--- config.mk ---
export PLATFORM = sky130hd
export DESIGN_NAME = gbn_chain
export DESIGN_NICKNAME = d
export VERILOG_FILES = /design/src/hdl/greedy_box_nms_macros.svh /design/src/hdl/gbn_pkg.sv /design/src/hdl/gbn_slot.sv /design/src/hdl/gbn_chain.sv
export SDC_FILE = /design/constraint.sdc
export NUM_CORES = 2
export LEC_CHECK = 0
export BUFFER_PORTS_ARGS = -buffer_cell sky130_fd_sc_hd__clkbuf_2
export CAP_MARGIN = 5
export CORE_MARGIN = 2
export CORE_UTILIZATION = 25
export DETAILED_ROUTE_END_ITERATION = 16
export PLACE_DENSITY_LB_ADDON = 0.12
export SYNTH_ARGS = -nofsm -noshare
export SYNTH_HDL_FRONTEND = slang
export SYNTH_SLANG_ARGS = --single-unit
--- constraint.sdc ---
create_clock -name clk -period 4.41 [get_ports clk]
set_input_delay 0.6615 -clock clk [delete_from_list [all_inputs] [get_ports clk]]
set_output_delay 0.6615 -clock clk [all_outputs]
set_load 0.02 [all_outputs]
--- src/hdl/greedy_box_nms_macros.svh ---
// Assertion macros for the greedy box suppression block.
// Used by the top level; expects clk and rst_n in scope.
`ifndef GREEDY_BOX_NMS_MACROS_SVH
`define GREEDY_BOX_NMS_MACROS_SVH

// check consequent in the same cycle
`define GBN_ASSERT_IMP(lbl, ante, cons) \
  lbl: assert property (@(posedge clk) disable iff (!rst_n) (ante) |-> (cons)) \
    else $error("gbn assertion failed");

// check consequent in the next cycle
`define GBN_ASSERT_NXT(lbl, ante, cons) \
  lbl: assert property (@(posedge clk) disable iff (!rst_n) (ante) |=> (cons)) \
    else $error("gbn assertion failed");

`endif

--- src/hdl/gbn_pkg.sv ---
// Shared constants and control structs for the greedy box suppression block.
// No dependencies.
package gbn_pkg;

  localparam int MAX_KEPT_DEF   = 64;
  localparam int COORD_BITS_DEF = 16;
  localparam int THR_W          = 9;
  localparam logic [THR_W-1:0] THR_RESET = 9'd102;
  localparam int KT_W           = 7;
  localparam int Q_SHIFT        = 8;

  typedef struct packed {
    logic shift;
    logic load;
  } chain_ctl_t;

  typedef struct packed {
    logic busy;
    logic hit;
  } iou_stat_t;

endpackage

--- src/hdl/gbn_slot.sv ---
// One stage of the kept-box ring: holds one box, loads or takes its neighbor.
// Depends on gbn_pkg.
module gbn_slot import gbn_pkg::*; #(
  parameter int BOX_W = 4 * COORD_BITS_DEF - 2
) (
  input  logic             clk,
  input  logic             shift_en,
  input  logic             load_en,
  input  logic [BOX_W-1:0] nbr_in,
  input  logic [BOX_W-1:0] load_in,
  output logic [BOX_W-1:0] box_q
);

  logic [BOX_W-1:0] box_r;
  logic [BOX_W-1:0] box_nxt;

  always_comb begin
    box_nxt = box_r;
    if (load_en) begin
      box_nxt = load_in;
    end else if (shift_en) begin
      box_nxt = nbr_in;
    end
  end

  always_ff @(posedge clk) begin
    box_r <= box_nxt;
  end

  assign box_q = box_r;

endmodule

--- src/hdl/gbn_chain.sv ---
// Ring of kept-box slots that rotates one place per cycle toward slot 0 while ctl.shift is set.
// Depends on gbn_pkg and gbn_slot.
module gbn_chain import gbn_pkg::*; #(
  parameter int MAX_KEPT = MAX_KEPT_DEF,
  parameter int BOX_W    = 4 * COORD_BITS_DEF - 2,
  parameter int CW       = $clog2(MAX_KEPT_DEF + 1)
) (
  input  logic             clk,
  input  chain_ctl_t       ctl,
  input  logic [CW-1:0]    load_idx,
  input  logic [BOX_W-1:0] load_box,
  output logic [BOX_W-1:0] head_box
);

  logic [BOX_W-1:0] slot_q [MAX_KEPT];

  for (genvar i = 0; i < MAX_KEPT; i++) begin : g_slot
    gbn_slot #(.BOX_W(BOX_W)) u_slot (
      .clk      (clk),
      .shift_en (ctl.shift),
      .load_en  (ctl.load && (load_idx == CW'(i))),
      .nbr_in   (slot_q[(i + 1) % MAX_KEPT]),
      .load_in  (load_box),
      .box_q    (slot_q[i])
    );
  end

  assign head_box = slot_q[0];

endmodule

==> results.tsv <==
metric	value	unit
largest_reg_flops	3968	
fin_crit	2950	ps
synthTopCellsByArea	edfxtp_1 71%, mux2_2 26%, clkbuf_1 1.0%, buf_2 0.91%, mux2_1 0.88%	
clk_pin_slew	60	ps
cellInternalPower	66.8	mW
crit_required	3750	ps
seqCellArea	119000	um2
cp_slowest_cell	edfxtp_1	
p_sw_frac	0.228	
power_switching	19.7	mW
synth_area	169000	um2
max_slew.worst_pin.slew	1160	ps
finalPower	86.4	mW
fin_worst_skew	55.5	ps
cts_buffer_depth	4	
p_seq_frac	0.520	
rows	301	
hold_violations	0	
ys_seq_area_frac	0.707	
clock_latency	990	ps
synth_xor_area_frac	0	
root_buffer	clkbuf_16	
boundaryPins	134	
die_y	825	um
grt_pass1_vias	88700	
syn_avg_cell_area	18.8	um2
worstSetupPathType	register to primary output	
initial_core_util	0.251	
wire_per_inst	27.9	um
path_buf_inv	1	
clock.fmax	339	MHz
track_usage	0.146	
most-common-layout-cells	3968 x edfxtp_1, 3836 x mux2_2, 465 x clkbuf_16	
synth_top_area_frac	0.707	
finalCritPeriodShare	0.669	
grt.overflow.total	0	
drc	0	
drt-initial-drc-count	7066	
synth_top_family_by_area	multiplexers	
cts_buffers	457	
worstPathCellList	clkbuf_2	
p_leak	64.4	nW
vias	81700	
endpoint_kind	primary output	
setup_ws	1460	ps
synth.distinct_cells	30	
rsz0062_at_grt	no	
grt_max_degree	64	
final.fill_count	65900	
status	finished, final reports clean	
ys_warn_count	0	
drt_wl_total	510000	um
drive_gt1_frac	0.533	
postCtsSetupBuffers	0	
hpwl	314000	um
p_per_area	444	nW/um2
synthMuxAreaShare	0.265	
hold_path.class	input pin to register	
synth_compound_area_frac	0	
ir_worst_vdd	0.000376	V
cts_resized	0	
start_kind	register	
cts_tree	yes	
final_common_cell	edfxtp_1	
antenna_found_initial	86	
io_buffer_count	133	
htree_num_levels	5	
yosys.area_share.simple	0.00655	
nets	9040	
worst_path_dominant_cell_family	flip-flops	
post-place-ws	549	ps
tns	0	ps
yosys.area.top_type	edfxtp_1	
syn_nets	9018	
cp.arrival	2290	ps
grt_pass1_wl	721000	um
maxCapViolCount	0	
cts_sinks	3968	
first_pass_iters	8	
routabilityCongestion	0.751	
placeableCoreArea	672000	um2
ys_seq_elements	3968	
area_delta_synth_final	15.6	%
vias_per_cell	4.47	
slew_headroom	0.225	
netlist_instances	8946	
drtAntennaViolNets	0	
p_clk_frac	0.426	
maxSlewViolCount	0	
dieArea	681000	um2
slowest_delay	970	ps
die_x	825	um
worstPathMaxFanout	2	
multi_input_area	46300	um2
setup_viol	0	
synth_fa_ha_area_frac	0	
p_comb_frac	0.054	
postCtsHoldBufs	1	
## kinds of logic (layout without fill, tap and decap cells)
logic type	after synthesis	in the layout
buffers and inverters	848	1236
flip-flops	3968	3968
multiplexers	3968	3968
other	0	23
AND/OR/NAND/NOR	162	162
## cell type report
type / instances / share of cell area
sequential: 3968 / 0.611
multi-input combinational: 4130 / 0.238
clock buffer: 581 / 0.0619
tap: 8938 / 0.0574
timing repair buffer: 411 / 0.0201
clock inverter: 244 / 0.0112
antenna: 23 / 0.000295
## worst paths after layout
check / from / cells after the start / end / slack (ps)
setup / recovery: g_slot[0].u_slot.box_q[38] / 1 / head_box[38] / 1460
hold / removal: load_box[2] / 2 / g_slot[63].u_slot.box_q[2] / 290
setup reg to reg: g_slot[0].u_slot.box_q[35] / 1 / g_slot[63].u_slot.box_q[35] / 2920
hold reg to reg: g_slot[47].u_slot.box_q[35] / 1 / g_slot[46].u_slot.box_q[35] / 490
## through the flow
step | instances | area (um2) | util | hold WS, ps
2_1_floorplan | 8946 | 169000 | - | 501
3_3_place_gp | 17400 | 181000 | 0.269 | 509
4_1_cts | 18300 | 195000 | 0.290 | 197
3_5_place_dp | 17400 | 181000 | 0.269 | 512
6_report | 18300 | 195000 | 0.290 | 292
5_1_grt | 18300 | 195000 | 0.290 | 234
## cell usage after synthesis (all sizes together)
| cell | number |
|---|---|
| nand4 | 6 |
| nand4b | 4 |
| nand4bb | 3 |
| or4 | 1 |
| nand2b | 41 |
| edfxtp | 3968 |
| nor4 | 2 |
| nand2 | 21 |
| buf | 381 |
| or2 | 26 |
| nor4bb | 4 |
| or4b | 2 |
| nor3 | 9 |
| nor2b | 3 |
| nor2 | 18 |
| and4bb | 2 |
| mux2 | 3968 |
| nand3 | 15 |
| nor4b | 3 |
| and4b | 2 |
| clkbuf | 467 |
## per-layer routing
layer  track usage  share of wire
met1         0.215           0.48
met4        0.0276          0.018
met3        0.0191          0.045
met5             0              0
met2         0.230           0.45
## power by group through the flow
stage / Sequential (mW) / Clock, mW / Combinational [mW]
after global routing: 45.1 / 39.5 / 5.02
after floorplan: 45.2 / 0 / 2.73
after detailed placement: 45.7 / 0 / 4.74
after CTS: 45.0 / 38.2 / 4.80
after global placement: 45.8 / 0 / 4.74
final: 45.0 / 36.8 / 4.64
Power figures use the tool's default switching activity.
