`src/hdl/greedy_box_nms_macros.svh`:
```
// Assertion macros for the greedy box suppression block.
// Used by the top level; expects clk and rst_n in scope.
`ifndef GREEDY_BOX_NMS_MACROS_SVH
`define GREEDY_BOX_NMS_MACROS_SVH

// check consequent in the same cycle
`define GBN_ASSERT_IMP(lbl, ante, cons) \
  lbl: assert property (@(posedge clk) disable iff (!rst_n) (ante) |-> (cons)) \
    else $error("gbn assertion failed");

// check consequent in the next cycle
`define GBN_ASSERT_NXT(lbl, ante, cons) \
  lbl: assert property (@(posedge clk) disable iff (!rst_n) (ante) |=> (cons)) \
    else $error("gbn assertion failed");

`endif

```
`src/hdl/gbn_pkg.sv`:
```
// Shared constants and control structs for the greedy box suppression block.
// No dependencies.
package gbn_pkg;

  localparam int MAX_KEPT_DEF   = 64;
  localparam int COORD_BITS_DEF = 16;
  localparam int THR_W          = 9;
  localparam logic [THR_W-1:0] THR_RESET = 9'd102;
  localparam int KT_W           = 7;
  localparam int Q_SHIFT        = 8;

  typedef struct packed {
    logic shift;
    logic load;
  } chain_ctl_t;

  typedef struct packed {
    logic busy;
    logic hit;
  } iou_stat_t;

endpackage

```
`src/hdl/gbn_iou.sv`:
```
// Five-stage overlap test of one box pair: intersection, areas, union,
// threshold product and compare. Depends on gbn_pkg.
module gbn_iou import gbn_pkg::*; #(
  parameter int COORD_BITS = COORD_BITS_DEF
) (
  input  logic                        clk,
  input  logic                        rst_n,
  input  logic                        issue,
  input  logic [4*COORD_BITS-3:0]     cur_box,
  input  logic [4*COORD_BITS-3:0]     kept_box,
  input  logic [THR_W-1:0]            thr,
  output iou_stat_t                   stat
);

  localparam int W  = COORD_BITS;
  localparam int S  = COORD_BITS - 1;
  localparam int AW = 2 * S;
  localparam int UW = AW + 1;
  localparam int LW = AW + Q_SHIFT;
  localparam int RW = UW + THR_W;

  logic signed [W-1:0] ax, ay, bx, by;
  logic        [S-1:0] aw, ah, bw, bh;
  logic signed [W-1:0] x0, y0;
  logic signed [W:0]   x1, y1, ax1, bx1, ay1, by1;
  logic signed [W+1:0] dx, dy;
  logic        [S-1:0] iw_nxt, ih_nxt;

  logic          v1_r, v2_r, v3_r, v4_r, v5_r;
  logic [S-1:0]  iw_r, ih_r, aw_r, ah_r, bw_r, bh_r;
  logic [AW-1:0] inter_r, ak_r, bk_r;
  logic [UW-1:0] uni_r;
  logic [LW-1:0] lhs3_r, lhs4_r;
  logic [RW-1:0] rhs_r;
  logic          hit_r;

  assign ax = cur_box[4*W-3 -: W];
  assign ay = cur_box[3*W-3 -: W];
  assign aw = cur_box[2*W-3 -: S];
  assign ah = cur_box[S-1:0];
  assign bx = kept_box[4*W-3 -: W];
  assign by = kept_box[3*W-3 -: W];
  assign bw = kept_box[2*W-3 -: S];
  assign bh = kept_box[S-1:0];

  always_comb begin
    ax1 = $signed({ax[W-1], ax}) + $signed({2'b00, aw});
    bx1 = $signed({bx[W-1], bx}) + $signed({2'b00, bw});
    ay1 = $signed({ay[W-1], ay}) + $signed({2'b00, ah});
    by1 = $signed({by[W-1], by}) + $signed({2'b00, bh});
    x0  = (ax > bx) ? ax : bx;
    y0  = (ay > by) ? ay : by;
    x1  = (ax1 < bx1) ? ax1 : bx1;
    y1  = (ay1 < by1) ? ay1 : by1;
    dx  = $signed({x1[W], x1}) - $signed({{2{x0[W-1]}}, x0});
    dy  = $signed({y1[W], y1}) - $signed({{2{y0[W-1]}}, y0});
    iw_nxt = (dx > 0) ? dx[S-1:0] : '0;
    ih_nxt = (dy > 0) ? dy[S-1:0] : '0;
  end

  always_ff @(posedge clk) begin
    if (!rst_n) begin
      v1_r <= 1'b0;
      v2_r <= 1'b0;
      v3_r <= 1'b0;
      v4_r <= 1'b0;
      v5_r <= 1'b0;
    end else begin
      v1_r <= issue;
      v2_r <= v1_r;
      v3_r <= v2_r;
      v4_r <= v3_r;
      v5_r <= v4_r;
    end
    iw_r    <= iw_nxt;
    ih_r    <= ih_nxt;
    aw_r    <= aw;
    ah_r    <= ah;
    bw_r    <= bw;
    bh_r    <= bh;
    inter_r <= AW'(iw_r) * AW'(ih_r);
    ak_r    <= AW'(aw_r) * AW'(ah_r);
    bk_r    <= AW'(bw_r) * AW'(bh_r);
    uni_r   <= UW'(ak_r) + UW'(bk_r) - UW'(inter_r);
    lhs3_r  <= {inter_r, {Q_SHIFT{1'b0}}};
    rhs_r   <= RW'(thr) * RW'(uni_r);
    lhs4_r  <= lhs3_r;
    hit_r   <= RW'(lhs4_r) > rhs_r;
  end

  assign stat.busy = v1_r | v2_r | v3_r | v4_r | v5_r;
  assign stat.hit  = v5_r & hit_r;

endmodule

```
`config.mk`:
```
export PLATFORM = sky130hd
export DESIGN_NAME = gbn_iou
export DESIGN_NICKNAME = d
export VERILOG_FILES = /design/src/hdl/greedy_box_nms_macros.svh /design/src/hdl/gbn_pkg.sv /design/src/hdl/gbn_iou.sv
export SDC_FILE = /design/constraint.sdc
export NUM_CORES = 2
export LEC_CHECK = 0
export BUFFER_PORTS_ARGS = -buffer_cell sky130_fd_sc_hd__buf_2
export CORE_ASPECT_RATIO = 0.5
export CORE_MARGIN = 2
export CORE_UTILIZATION = 60
export CTS_CLUSTER_DIAMETER = 50
export CTS_CLUSTER_SIZE = 10
export DETAILED_ROUTE_END_ITERATION = 16
export PLACE_DENSITY = 0.74
export SYNTH_ARGS = -nofsm -noshare
export SYNTH_HDL_FRONTEND = slang
export SYNTH_SLANG_ARGS = --single-unit
```
`constraint.sdc`:
```
create_clock -name clk -period 14.2 [get_ports clk]
set_input_delay 2.84 -clock clk [delete_from_list [all_inputs] [get_ports clk]]
set_output_delay 2.84 -clock clk [all_outputs]
set_load 0.05 [all_outputs]
```
==> metrics.csv <==
stage,metric,value,unit
sta,relative slew slack,0.3259,
sta,Max Slew Vio Count,0,
floorplan,Core Area,74890,sq um
worst_setup_path,FF-to-FF setup slack,7380,ps
worst_setup_path,Worst Path Arrival,10060,ps
synth,post-synthesis instance total,4961,
worst_setup_path,CP max FO,23,
worst_setup_path,R2R Path Start,ih_r[4]$_SDFF_PP0_,
clocking,Clock Latency Late Sink,620,ps
clocking,total CTS buffers,43,
final_layout,Multi-input gate area,34830,sq um
worst_setup_path,Crit Path Class,input pin to register,
drt,initial drt markers,2352,
drt,Routed Antenna Nets,0,
floorplan,die span in x,392.5,um
final_layout,share of cells above drive strength 1,0.05025,
sta,Clock Skew,35.40,ps
hold_path,WHS Endpoint,lhs4_r[30]$_DFF_P_,
sta,min Tclk post-route,9577,ps
floorplan,Cell Rows,71,
final_layout,# fillers,6158,
worst_setup_path,capturing element type of the critical path,register,
floorplan,die area,77800,sq um
synth,Synth cell types,75,
hold_path,hold_sp,lhs3_r[30]$_DFF_P_,
final_layout,area delta synth->final,6.100,%
worst_setup_path,Critical Path RT,14680,ps
synth,synth warn,0,
placed_design,HPWL after detailed placement,95370,um
sta,Final Hold Vio Count,0,
synth,register area share after synthesis,0.1402,
drt,Pre-antenna DRT Iters,5,
clocking,CTS max path bufs,3,
worst_setup_path,worst r2r dst,inter_r[25]$_DFF_P_,
synth,#FFs+latches synth,317,
drt,per-cell routed wire length,19.00,um
clocking,CTS sink count,317,
clocking,CTS tree,done,
worst_setup_path,CP peak stage delay,630,ps
floorplan,I/O pin total,138,
worst_setup_path,startpoint types,input pin,
floorplan,Initial Utilization,0.6045,
global_route,global-route wire length before repair,186500,um
sta,endpoints failing setup,0,
clocking,Post-CTS Setup Bufs,0,
drt,vias,33530,
synth,number of synthesized flops with an enable pin,0,
synth,syn avg cell area,9.125,sq um
sta,total negative slack,0,ps
final_layout,Ant. Diodes,0,
hold_path,hold path cells,0,
placed_design,RePlAce Congestion,0.9576,
drt,drc violations,0,
sta,RSZ-0062 raised after global routing,false,
placed_design,IO Port Bufs,137,
run_status,outcome,finished clean,
sta,Final Cycle Share,0.6744,
final_layout,Register Area,6346,sq um
global_route,pin count of the biggest net entering global routing,32,
clocking,Worst-path clk slew,60,ps
sta,Achievable Freq,0.1044,GHz
synth,Synth Cell Area,45270,sq um
drt,Avg Vias per Cell,5.554,
final_layout,nets@finish,6434,
sta,WHS,322.1,ps
sta,Slew @ Worst Pin,1011,ps
global_route,number of global-route vias before repair,34810,
synth,ys flop type,dfxtp_1,
global_route,Overall Global Routing Usage,0.3063,
hold_path,Hold Crit Class,register to register,
global_route,remaining global-route overflow,0,
worst_setup_path,CP max stage cell,o21a_1,
clocking,root buffer cell,clkbuf_16,
clocking,H-tree depth,2,
floorplan,die height,198.2,um
clocking,Post-CTS Resized,0,
clocking,Post-CTS Hold Buffers,0,
drt,final WL,114700,um
global_route,initial antenna violation count,3,
synth,Synth async-reset ratio,0,
worst_setup_path,reg2reg path depth,20,
job,total of max-cap violations,0,
synth,syn_nets,6397,
[cell usage after synthesis, types with 7 or more instances]
cell type / number / share of area
a21boi_0: 8 / 0.0013
nand2_1: 677 / 0.056
ha_1: 559 / 0.15
dfxtp_1: 317 / 0.14
nand2b_1: 34 / 0.0047
nor3_1: 30 / 0.0033
and2_1: 388 / 0.054
and3_1: 22 / 0.0030
o21ai_1: 7 / 0.00077
or2_2: 10 / 0.0014
nand3_1: 40 / 0.0044
a211oi_1: 13 / 0.0022
o31ai_1: 9 / 0.0015
nand4_1: 21 / 0.0029
a31o_2: 13 / 0.0025
a21oi_1: 182 / 0.020
nor2_1: 118 / 0.0098
mux2i_1: 41 / 0.0091
a211o_1: 9 / 0.0017
fa_1: 741 / 0.33
nor2b_1: 27 / 0.0037
o21bai_1: 28 / 0.0046
clkbuf_1: 143 / 0.012
xnor2_1: 144 / 0.028
inv_1: 932 / 0.077
a21o_1: 111 / 0.018
o21a_1: 40 / 0.0066
o211ai_1: 13 / 0.0022
a31oi_1: 17 / 0.0023
o21ai_0: 89 / 0.0098
xor2_1: 70 / 0.014
[cell type report]
| type | instances | area share |
|---|---|---|
| sequential | 317 | 0.1321 |
| timing repair buffer | 146 | 0.01568 |
| clock buffer | 49 | 0.02350 |
| inverter | 932 | 0.07283 |
| multi-input combinational | 3558 | 0.7251 |
| tap | 1022 | 0.02662 |
| clock inverter | 13 | 0.004168 |
[how the worst max path moves through the flow]
stage | startpoint | endpoint | slack [ps]
2_1_floorplan | cur_box[1] | ih_r[14]$_SDFF_PP0_ | 5400
4_1_cts | cur_box[15] | iw_r[12]$_SDFF_PP0_ | 4710
3_5_place_dp | cur_box[15] | iw_r[12]$_SDFF_PP0_ | 4090
3_3_place_gp | cur_box[0] | ih_r[11]$_SDFF_PP0_ | 4250
6_report | cur_box[15] | iw_r[12]$_SDFF_PP0_ | 4620
5_1_grt | cur_box[0] | ih_r[12]$_SDFF_PP0_ | 3910
[sequential cells by signal (all words and copies together) (netlist names), 15 cells and up]
name and cells:
rhs_r 40, bw_r 15, lhs3_r 30, bh_r 15
lhs4_r 30, aw_r 15, ah_r 15, bk_r 30
ih_r 15, inter_r 30, iw_r 15, uni_r 31
ak_r 30
[cells by family (layout without fill, tap and decap cells)]
| kind of cell | count (synthesis) | count (layout) | share of synthesized area |
|---|---|---|---|
| and+or+nand+nor | 1398 | 1398 | 0.1484 |
| AOI/OAI and AO/OA | 593 | 593 | 0.08532 |
| buffers and inverters | 1086 | 1140 | 0.09051 |
| muxes | 51 | 51 | 0.01155 |
| xor gates and xnor gates | 214 | 214 | 0.04140 |
| adders and majority gates | 1302 | 1302 | 0.4827 |
| DFF | 317 | 317 | 0.1402 |
[per-layer routing]
layer / up-vias / wire (um) / part of all wire / GRT usage
met4: 2 / 3077 / 0.027 / 0.07934
met3: 199 / 9657 / 0.084 / 0.05508
met1: 16560 / 52090 / 0.45 / 0.4455
li1: 15490 / - / - / -
met5: - / 19 / 0.00017 / 0
met2: 1277 / 49860 / 0.43 / 0.4729
[cells in the final DEF (no fill, tap or decap), types with 10 or more instances in the layout]
master	n
inv_1	932
fa_1	741
nand2_1	677
ha_1	559
and2_1	388
dfxtp_1	317
a21oi_1	182
xnor2_1	144
buf_2	137
nor2_1	118
a21o_1	111
o21ai_0	89
xor2_1	70
clkbuf_16	43
mux2i_1	41
o21a_1	40
nand3_1	40
nand2b_1	34
nor3_1	30
o21bai_1	28
nor2b_1	27
and3_1	22
nand4_1	21
a31oi_1	17
a211oi_1	13
o211ai_1	13
a31o_2	13
or2_2	10
[stage by stage]
stage | setup slack (ps) | utilization | instance area (sq um) | std cells
finish | 4623 | 0.6414 | 48030 | 6037
global route | 3905 | 0.6414 | 48030 | 6037
CTS | 4711 | 0.6414 | 48030 | 6037
detailed placement | 4094 | 0.6236 | 46700 | 5975
global placement | 4249 | 0.6236 | 46700 | 5975
floorplan | 5403 | - | 45270 | 4961
[critical path, delay by kind of cell]
family / cells / cell delay, ps
compound gates: 18 / 4330
buf+inv: 4 / 300
fa+ha+maj: 5 / 1340
simple gates: 5 / 390
mux: 1 / 300
xor+xnor: 3 / 540
Power is not shown: default switching activity piles up to over one toggle a cycle in this logic, so the estimate is an artifact.
